--- src/hdl/egl_pkg.sv ---
// shared widths, reset value and saturating add for the elevation tracker
package egl_pkg;

   localparam int ALT_W = 16;
   localparam int MAX_W = 15;
   localparam int ACC_W = 32;

   localparam logic signed [ALT_W-1:0] LOWEST_RESET = 16'sh7FFF;

   function automatic logic [ACC_W-1:0] sat_add(input logic [ACC_W-1:0] acc,
                                                input logic [ACC_W-1:0] amount);
      logic [ACC_W:0] sum;
      sum = {1'b0, acc} + {1'b0, amount};
      return sum[ACC_W] ? {ACC_W{1'b1}} : sum[ACC_W-1:0];
   endfunction

endpackage

--- src/hdl/egl_if.sv ---
// sample and statistics channel interfaces

interface egl_req_if;
   logic                                   valid;
   logic                                   ready;
   logic signed [egl_pkg::ALT_W-1:0]       altitude;
   logic                                   start_of_route;

   modport source  (output valid, altitude, start_of_route, input ready);
   modport sink    (input valid, altitude, start_of_route, output ready);
   modport monitor (input valid, ready, altitude, start_of_route);
endinterface

interface egl_rsp_if;
   logic                                   valid;
   logic                                   ready;
   logic [egl_pkg::ACC_W-1:0]              avg_gain_tenths;
   logic [egl_pkg::ACC_W-1:0]              avg_loss_tenths;
   logic [egl_pkg::ACC_W-1:0]              raw_gain_m;
   logic signed [egl_pkg::ALT_W-1:0]       min_altitude;
   logic [egl_pkg::MAX_W-1:0]              max_altitude;
   logic [egl_pkg::ACC_W-1:0]              sample_count;

   modport source  (output valid, avg_gain_tenths, avg_loss_tenths, raw_gain_m,
                    min_altitude, max_altitude, sample_count, input ready);
   modport sink    (input valid, avg_gain_tenths, avg_loss_tenths, raw_gain_m,
                    min_altitude, max_altitude, sample_count, output ready);
   modport monitor (input valid, ready, avg_gain_tenths, avg_loss_tenths, raw_gain_m,
                    min_altitude, max_altitude, sample_count);
endinterface

--- src/hdl/elevation_gain_loss_tracker.sv ---
// elevation gain and loss tracker: windowed climb statistics over an altitude stream
//
// usage
//  - req_chan carries one altitude sample (whole metres, signed) per item, plus a
//    start_of_route flag that clears every statistic before that sample is used
//  - rsp_chan returns one item per sample: averaged gain and loss (units of
//    1/WINDOW_LEN metre), raw gain, minimum, maximum (floor of zero) and count
//  - the last WINDOW_LEN samples sit in a small synchronous ring memory; the
//    oldest entry is read at accept and subtracted from the running window sum
//  - path: a sample accepted into the update stage moves on into the statistics
//    registers, which drive rsp_chan, once the result register frees
//  - throughput: one item per cycle while results are taken; the update stage
//    (with the ring read at accept) and the statistics form a two-deep pipeline
//  - the statistics registers double as the output register, so a stalled
//    receiver holds the result stable; the update stage keeps one more item and
//    the input stalls only when both are full
//  - reset (synchronous) empties the pipeline and returns all statistics to their
//    start values: minimum 32767, everything else zero; ring contents are left
//    as they are, since the fill count keeps unwritten entries from being used
module elevation_gain_loss_tracker #(
   parameter int WINDOW_LEN = 10
) (
   input  logic      clock,
   input  logic      reset,
   egl_req_if.sink   req_chan,
   egl_rsp_if.source rsp_chan
);

   localparam int PTR_W   = $clog2(WINDOW_LEN);
   localparam int FILL_W  = $clog2(WINDOW_LEN + 1);
   localparam int TOTAL_W = egl_pkg::ALT_W + $clog2(WINDOW_LEN);
   localparam int ALT_W   = egl_pkg::ALT_W;
   localparam int ACC_W   = egl_pkg::ACC_W;
   localparam int MAX_W   = egl_pkg::MAX_W;

   // ring memory of the last samples
   logic signed [ALT_W-1:0] ring_mem [WINDOW_LEN];
   logic signed [ALT_W-1:0] ring_rd_ff;

   // front end: ring pointer and fill count
   logic [PTR_W-1:0]  ptr_ff, ptr_in;
   logic [FILL_W-1:0] fill_ff, fill_in;
   logic [PTR_W-1:0]  rd_addr;
   logic [FILL_W-1:0] fill_base;
   logic              drop_old;
   logic              req_take;

   // update stage
   logic                    s1_vld_ff, s1_vld_in;
   logic signed [ALT_W-1:0] s1_alt_ff;
   logic                    s1_start_ff;
   logic [PTR_W-1:0]        s1_addr_ff;
   logic                    s1_drop_ff;
   logic                    s1_full_ff;
   logic                    advance;
   logic                    s1_go;

   // statistics, also the output register
   logic                      out_vld_ff, out_vld_in;
   logic signed [TOTAL_W-1:0] total_ff, total_in;
   logic signed [TOTAL_W-1:0] prev_total_ff, prev_total_in;
   logic                      prev_total_vld_ff, prev_total_vld_in;
   logic signed [ALT_W-1:0]   prev_sample_ff, prev_sample_in;
   logic                      prev_sample_vld_ff, prev_sample_vld_in;
   logic [ACC_W-1:0]          gain_avg_ff, gain_avg_in;
   logic [ACC_W-1:0]          loss_avg_ff, loss_avg_in;
   logic [ACC_W-1:0]          gain_raw_ff, gain_raw_in;
   logic signed [ALT_W-1:0]   lowest_ff, lowest_in;
   logic [MAX_W-1:0]          highest_ff, highest_in;
   logic [ACC_W-1:0]          count_ff, count_in;

   // handshake: result register frees when empty or taken
   assign advance        = !out_vld_ff || rsp_chan.ready;
   assign s1_go          = s1_vld_ff && advance;
   assign req_chan.ready = !s1_vld_ff || advance;
   assign req_take       = req_chan.valid && req_chan.ready;

   // front end: a start item restarts the ring at entry zero
   always_comb begin
      rd_addr   = req_chan.start_of_route ? '0 : ptr_ff;
      fill_base = req_chan.start_of_route ? '0 : fill_ff;
      drop_old  = (fill_base == FILL_W'(WINDOW_LEN));
      fill_in   = drop_old ? fill_base : fill_base + 1'b1;
      ptr_in    = (rd_addr == PTR_W'(WINDOW_LEN - 1)) ? '0 : rd_addr + 1'b1;
   end

   // oldest entry read at accept, new sample written from the update stage
   always_ff @(posedge clock) begin
      if (req_take) begin
         ring_rd_ff <= ring_mem[rd_addr];
      end
      if (s1_go) begin
         ring_mem[s1_addr_ff] <= s1_alt_ff;
      end
   end

   always_comb begin
      s1_vld_in = req_take ? 1'b1 : (s1_go ? 1'b0 : s1_vld_ff);
   end

   always_ff @(posedge clock) begin
      if (reset) begin
         ptr_ff    <= '0;
         fill_ff   <= '0;
         s1_vld_ff <= 1'b0;
      end else begin
         s1_vld_ff <= s1_vld_in;
         if (req_take) begin
            ptr_ff  <= ptr_in;
            fill_ff <= fill_in;
         end
      end
   end

   always_ff @(posedge clock) begin
      if (req_take) begin
         s1_alt_ff   <= req_chan.altitude;
         s1_start_ff <= req_chan.start_of_route;
         s1_addr_ff  <= rd_addr;
         s1_drop_ff  <= drop_old;
         s1_full_ff  <= (fill_in == FILL_W'(WINDOW_LEN));
      end
   end

   // update stage: statistics after this sample
   always_comb begin
      logic signed [TOTAL_W-1:0] b_total;
      logic signed [TOTAL_W-1:0] b_prev_total;
      logic                      b_prev_total_vld;
      logic signed [ALT_W-1:0]   b_prev_sample;
      logic                      b_prev_sample_vld;
      logic [ACC_W-1:0]          b_gain_avg;
      logic [ACC_W-1:0]          b_loss_avg;
      logic [ACC_W-1:0]          b_gain_raw;
      logic signed [ALT_W-1:0]   b_lowest;
      logic [MAX_W-1:0]          b_highest;
      logic [ACC_W-1:0]          b_count;
      logic signed [TOTAL_W:0]   diff;
      logic [TOTAL_W:0]          diff_mag;
      logic signed [ALT_W:0]     rise;

      b_total           = s1_start_ff ? '0 : total_ff;
      b_prev_total      = s1_start_ff ? '0 : prev_total_ff;
      b_prev_total_vld  = s1_start_ff ? 1'b0 : prev_total_vld_ff;
      b_prev_sample     = s1_start_ff ? '0 : prev_sample_ff;
      b_prev_sample_vld = s1_start_ff ? 1'b0 : prev_sample_vld_ff;
      b_gain_avg        = s1_start_ff ? '0 : gain_avg_ff;
      b_loss_avg        = s1_start_ff ? '0 : loss_avg_ff;
      b_gain_raw        = s1_start_ff ? '0 : gain_raw_ff;
      b_lowest          = s1_start_ff ? egl_pkg::LOWEST_RESET : lowest_ff;
      b_highest         = s1_start_ff ? '0 : highest_ff;
      b_count           = s1_start_ff ? '0 : count_ff;

      // running window sum
      total_in = b_total + TOTAL_W'(s1_alt_ff)
                 - (s1_drop_ff ? TOTAL_W'(ring_rd_ff) : TOTAL_W'(0));

      // window sum movement, counted only between two full windows
      diff     = (TOTAL_W + 1)'(total_in) - (TOTAL_W + 1)'(b_prev_total);
      diff_mag = (diff < 0) ? unsigned'(-diff) : unsigned'(diff);
      gain_avg_in       = b_gain_avg;
      loss_avg_in       = b_loss_avg;
      prev_total_in     = b_prev_total;
      prev_total_vld_in = b_prev_total_vld;
      if (s1_full_ff) begin
         if (b_prev_total_vld && diff > 0) begin
            gain_avg_in = egl_pkg::sat_add(b_gain_avg,
                             {{(ACC_W - TOTAL_W - 1){1'b0}}, diff_mag});
         end else if (b_prev_total_vld && diff < 0) begin
            loss_avg_in = egl_pkg::sat_add(b_loss_avg,
                             {{(ACC_W - TOTAL_W - 1){1'b0}}, diff_mag});
         end
         prev_total_in     = total_in;
         prev_total_vld_in = 1'b1;
      end

      // raw climb between consecutive samples
      rise        = (ALT_W + 1)'(s1_alt_ff) - (ALT_W + 1)'(b_prev_sample);
      gain_raw_in = b_gain_raw;
      if (b_prev_sample_vld && rise > 0) begin
         gain_raw_in = egl_pkg::sat_add(b_gain_raw,
                          {{(ACC_W - ALT_W - 1){1'b0}}, unsigned'(rise)});
      end
      prev_sample_in     = s1_alt_ff;
      prev_sample_vld_in = 1'b1;

      // extremes, maximum never below zero
      highest_in = (s1_alt_ff > $signed({1'b0, b_highest})) ? s1_alt_ff[MAX_W-1:0]
                                                            : b_highest;
      lowest_in  = (s1_alt_ff < b_lowest) ? s1_alt_ff : b_lowest;
      count_in   = egl_pkg::sat_add(b_count, ACC_W'(1));
   end

   always_comb begin
      out_vld_in = s1_go ? 1'b1 : (rsp_chan.ready ? 1'b0 : out_vld_ff);
   end

   always_ff @(posedge clock) begin
      if (reset) begin
         out_vld_ff         <= 1'b0;
         total_ff           <= '0;
         prev_total_ff      <= '0;
         prev_total_vld_ff  <= 1'b0;
         prev_sample_ff     <= '0;
         prev_sample_vld_ff <= 1'b0;
         gain_avg_ff        <= '0;
         loss_avg_ff        <= '0;
         gain_raw_ff        <= '0;
         lowest_ff          <= egl_pkg::LOWEST_RESET;
         highest_ff         <= '0;
         count_ff           <= '0;
      end else begin
         out_vld_ff <= out_vld_in;
         if (s1_go) begin
            total_ff           <= total_in;
            prev_total_ff      <= prev_total_in;
            prev_total_vld_ff  <= prev_total_vld_in;
            prev_sample_ff     <= prev_sample_in;
            prev_sample_vld_ff <= prev_sample_vld_in;
            gain_avg_ff        <= gain_avg_in;
            loss_avg_ff        <= loss_avg_in;
            gain_raw_ff        <= gain_raw_in;
            lowest_ff          <= lowest_in;
            highest_ff         <= highest_in;
            count_ff           <= count_in;
         end
      end
   end

   // result item straight from the statistics registers
   assign rsp_chan.valid           = out_vld_ff;
   assign rsp_chan.avg_gain_tenths = gain_avg_ff;
   assign rsp_chan.avg_loss_tenths = loss_avg_ff;
   assign rsp_chan.raw_gain_m      = gain_raw_ff;
   assign rsp_chan.min_altitude    = lowest_ff;
   assign rsp_chan.max_altitude    = highest_ff;
   assign rsp_chan.sample_count    = count_ff;

endmodule

--- src/flat_wrapper.sv ---
// flat-port wrapper written by rule: the top's interface ports become plain ports
module elevation_gain_loss_tracker_flat 
#(
   parameter int WINDOW_LEN = 10
)
  (clock, reset, req_chan_valid, req_chan_altitude, req_chan_start_of_route, req_chan_ready, rsp_chan_valid, rsp_chan_avg_gain_tenths, rsp_chan_avg_loss_tenths, rsp_chan_raw_gain_m, rsp_chan_min_altitude, rsp_chan_max_altitude, rsp_chan_sample_count, rsp_chan_ready);
  egl_req_if req_chan_i ();
  egl_rsp_if rsp_chan_i ();
  input  logic clock;
  input  logic reset;
  input wire logic [$bits(req_chan_i.valid)-1:0] req_chan_valid;
  input wire logic [$bits(req_chan_i.altitude)-1:0] req_chan_altitude;
  input wire logic [$bits(req_chan_i.start_of_route)-1:0] req_chan_start_of_route;
  output wire logic [$bits(req_chan_i.ready)-1:0] req_chan_ready;
  output wire logic [$bits(rsp_chan_i.valid)-1:0] rsp_chan_valid;
  output wire logic [$bits(rsp_chan_i.avg_gain_tenths)-1:0] rsp_chan_avg_gain_tenths;
  output wire logic [$bits(rsp_chan_i.avg_loss_tenths)-1:0] rsp_chan_avg_loss_tenths;
  output wire logic [$bits(rsp_chan_i.raw_gain_m)-1:0] rsp_chan_raw_gain_m;
  output wire logic [$bits(rsp_chan_i.min_altitude)-1:0] rsp_chan_min_altitude;
  output wire logic [$bits(rsp_chan_i.max_altitude)-1:0] rsp_chan_max_altitude;
  output wire logic [$bits(rsp_chan_i.sample_count)-1:0] rsp_chan_sample_count;
  input wire logic [$bits(rsp_chan_i.ready)-1:0] rsp_chan_ready;
  assign req_chan_i.valid = req_chan_valid;
  assign req_chan_i.altitude = req_chan_altitude;
  assign req_chan_i.start_of_route = req_chan_start_of_route;
  assign req_chan_ready = req_chan_i.ready;
  assign rsp_chan_valid = rsp_chan_i.valid;
  assign rsp_chan_avg_gain_tenths = rsp_chan_i.avg_gain_tenths;
  assign rsp_chan_avg_loss_tenths = rsp_chan_i.avg_loss_tenths;
  assign rsp_chan_raw_gain_m = rsp_chan_i.raw_gain_m;
  assign rsp_chan_min_altitude = rsp_chan_i.min_altitude;
  assign rsp_chan_max_altitude = rsp_chan_i.max_altitude;
  assign rsp_chan_sample_count = rsp_chan_i.sample_count;
  assign rsp_chan_i.ready = rsp_chan_ready;
  elevation_gain_loss_tracker #(.WINDOW_LEN(WINDOW_LEN)) u_core (.clock(clock), .reset(reset), .req_chan(req_chan_i), .rsp_chan(rsp_chan_i));
endmodule
--- config.mk ---
export PLATFORM = sky130hd
export DESIGN_NAME = elevation_gain_loss_tracker_flat
export DESIGN_NICKNAME = d
export VERILOG_FILES = /design/src/hdl/egl_pkg.sv /design/src/hdl/egl_if.sv /design/src/hdl/elevation_gain_loss_tracker.sv /design/src/flat_wrapper.sv
export SDC_FILE = /design/constraint.sdc
export NUM_CORES = 1
export LEC_CHECK = 0
export BUFFER_PORTS_ARGS = -buffer_cell sky130_fd_sc_hd__buf_2
export CAP_MARGIN = 20
export CORE_MARGIN = 10
export CORE_UTILIZATION = 50
export CTS_CLUSTER_SIZE = 25
export DETAILED_ROUTE_END_ITERATION = 12
export GPL_TIMING_DRIVEN = 1
export PLACE_DENSITY_LB_ADDON = 0.1
export SKIP_LAST_GASP = 1
export SLEW_MARGIN = 20
export SYNTH_ARGS = -nofsm -noshare
export SYNTH_HDL_FRONTEND = slang
export SYNTH_SLANG_ARGS = --single-unit
export TNS_END_PERCENT = 1
--- constraint.sdc ---
create_clock -name clock -period 10.5 [get_ports clock]
set_input_delay 2.1 -clock clock [delete_from_list [all_inputs] [get_ports clock]]
set_output_delay 2.1 -clock clock [all_outputs]
set_load 0.02 [all_outputs]
==> results.tsv <==
metric	value	unit
status	complete, no violations	
grt_pass1_vias	20690	
cts_root_buffer	clkbuf_16	
drc	0	
die_h	243.3	um
grtUsageTotal	23.93	%
netlist.area_leader.share	23.97	%
worstSetupPathType	register to register	
cpPeakStageDelay	0.49	ns
clock_latency	0.61	ns
dpl_worst_slack	0.05334	ns
async_flop_share	0	%
die_w	243.3	um
dr.pass1.iters	5	
grt_pass1_wl	116.2	mm
vdd_drop_max	0.1298	mV
clock-sinks	426	
synthTopCellsByArea	edfxtp_1 (24%), dfxtp_1 (18%), ha_1 (7.5%), a21oi_1 (4.6%), nand2_1 (4.1%)	
portBuffers	181	
reg2reg_depth	41	
fin_crit_sh	93.62	%
cts_tree	built	
n_antenna_cell	0	
critical_path.slowest_cell	fa_1	
synth_ff_type	dfxtp_1	
end_kind	register	
die_area	59190	um^2
hold_viol	0	
stdcell_count	3568	
nets	3061	
synth_seq_cells	426	
fin_crit	9.831	ns
p_leak	11.01	nW
startpoint	u_core.s1_start_ff	
finalMaxSlewViolations	0	
first_iter_violations	1824	
drt-total-wl	72.91	mm
yosysSeqAreaShare	42.20	%
synth-warning-count	0	
syn_nets	2915	
nFillCells	4303	
startpoint_type	register	
synthCells	2721	
cp-endpoint	u_core.rsp_chan.avg_gain_tenths[25]	
cts_buffer_depth	3	
maxSlewHeadroom	27.44	%
power_density	205.8	nW/um^2
min_path_type	register to register	
cp.arrival	10.35	ns
viasPerCell	6.033	
place_inst	3477	
syn_avg_cell_area	9.161	um^2
numCtsBuffers	47	
max_freq	101.7	MHz
antenna_found_initial	1	
area_delta_synth_final	13.66	%
critPathRequiredTime	11.02	ns
clkTransAtPathRegs	0.07	ns
crit_fanout	11	
grt_start_max_net_pins	141	
place.gp.congestion	0.8700	
skew	0.02860	ns
rows	81	
drive_above_1_share	13.26	%
rr_startpoint	u_core.s1_start_ff	
setup_viol	0	
post_drt_wl_per_cell	20.44	um
htree_levels	2	
total_power	5.829	mW
core_area	49150	um^2
r2r_end	u_core.rsp_chan.avg_gain_tenths[25]	
hold_buffers	0	
r2r_setup_slack	0.67	ns
worst_pin_slew	1.088	ns
grt.overflow.total	0	
setup_ws	0.6695	ns
fin_area	28330	um^2
drt.antenna.violating_nets	0	
io_pins	182	
max_cap_viol_count	0	
synth_cell_types	89	
num_vias	21530	
synth_edf_count	199	
initial_core_util	50.71	%
dpl.hpwl	50.88	mm
yosysTopAreaCell	edfxtp_1	
syn_area	24930	um^2
place_area	26630	um^2
## worst min-delay path by stage
stage	startpoint	end	slack (ns)	depth (start not counted)
after CTS	u_core.prev_sample_ff[3]	u_core.prev_sample_ff[3]	0.46	2
after global placement	u_core.prev_sample_ff[0]	u_core.prev_sample_ff[0]	0.44	2
final	u_core.prev_sample_ff[0]	u_core.prev_sample_ff[0]	0.46	2
after floorplan	u_core.prev_sample_ff[0]	u_core.prev_sample_ff[0]	0.43	2
after global routing	u_core.prev_sample_ff[0]	u_core.prev_sample_ff[0]	0.47	2
after detailed placement	u_core.prev_sample_ff[3]	u_core.prev_sample_ff[3]	0.45	2
## timing repair
action / 4_1_cts / 5_1_grt
resized for setup: 0 / 21
setup endpoints to repair: 0 / 63
setup buffers: 0 / 4
## area by class of cell
type / instances / area (um^2) / share of cell area [%]
flip-flops and latches: 426 / 10520 / 37.13
clock inverters: 26 / 279.0 / 0.9848
repair buffers: 232 / 1346 / 4.752
multi-input cells: 2032 / 13610 / 48.03
inverters: 128 / 483.0 / 1.705
clock buffers: 60 / 1265 / 4.465
well taps: 664 / 830.8 / 2.932
## critical path: cells and delay by family (launching register included)
family	cells	cell delay [ns]
AOI/OAI and AO/OA	24	6.16
adders and majority gates	4	1.49
and+or+nand+nor	10	1.24
DFF	1	0.48
buffers and inverters	2	0.20
xor gates and xnor gates	1	0.16
## report_power, final
part	switching, mW	leakage [nW]	internal (mW)
clock	0.728	0.741	0.939
combinational	1.39	6.60	0.951
sequential	0.0355	3.67	1.78
total	2.15	11.0	3.67
## cells by family after synthesis
group           Yosys count  synth area share [%]
compound gates          781                 20.61
xor+xnor                113                 4.367
fa+ha+maj               173                 9.406
buf+inv                 263                 3.960
flops                   426                 42.20
mux                      42                 1.717
simple gates            923                 17.73
## placed cells by master, fill, tap and decap left out, drive strengths merged, types with 25 or more instances in the layout
cell type  count
inv          128
o22ai         58
a221oi        37
nand2        275
a31oi         33
nand3         75
dfxtp        227
o21ai        149
nor2         226
a21oi        230
clkbuf        61
nor3          89
xnor2         75
nand2b        27
edfxtp       199
and3          29
a22oi         38
xor2          31
buf          231
a211oi        25
mux2i         39
nor2b         84
and2          35
ha           149
a21o          40
## Yosys cell counts, drive strengths merged (39+ instances only)
| library cell | count |
|---|---|
| mux2i | 39 |
| nor2 | 226 |
| o21ai | 149 |
| clkbuf | 118 |
| nand3 | 75 |
| a21oi | 230 |
| nor3 | 89 |
| nor2b | 84 |
| o22ai | 58 |
| xnor2 | 75 |
| dfxtp | 227 |
| edfxtp | 199 |
| inv | 124 |
| ha | 149 |
| nand2 | 275 |
| a21o | 40 |
## state kept, by name, summed over array words and instances, names as in the netlist, 4 cells and up
| name | cells |
|---|---|
| u_core.prev_sample_ff | 16 |
| u_core.prev_sample_in | 16 |
| u_core.prev_total_ff | 20 |
| u_core.rsp_chan.max_altitude | 15 |
| u_core.ptr_ff | 4 |
| u_core.s1_addr_ff | 4 |
| u_core.total_ff | 20 |
| u_core.ring_rd_ff | 16 |
| u_core.ring_mem | 160 |
| u_core.rsp_chan.raw_gain_m | 32 |
| u_core.rsp_chan.min_altitude | 16 |
| u_core.rsp_chan.sample_count | 32 |
| u_core.fill_ff | 4 |
| u_core.rsp_chan.avg_loss_tenths | 32 |
| u_core.rsp_chan.avg_gain_tenths | 32 |
## routing by layer
layer / routed length [um] / global-route usage [%]
met4: 1708 / 6.157
met2: 34800 / 39.76
met5: 0 / 0
met1: 32510 / 31.97
met3: 3902 / 3.720
## stage by stage
step / util [%] / TNS [ns] / hold slack [ns]
3_3_place_gp: 54.16 / 0 / 0.4402
3_5_place_dp: 54.17 / 0 / 0.4465
2_1_floorplan: - / 0 / 0.4318
6_report: 57.64 / 0 / 0.4557
5_1_grt: 57.64 / -0.01523 / 0.4684
4_1_cts: 57.31 / 0 / 0.4561
Note: power is estimated with default switching activity, not from simulation.
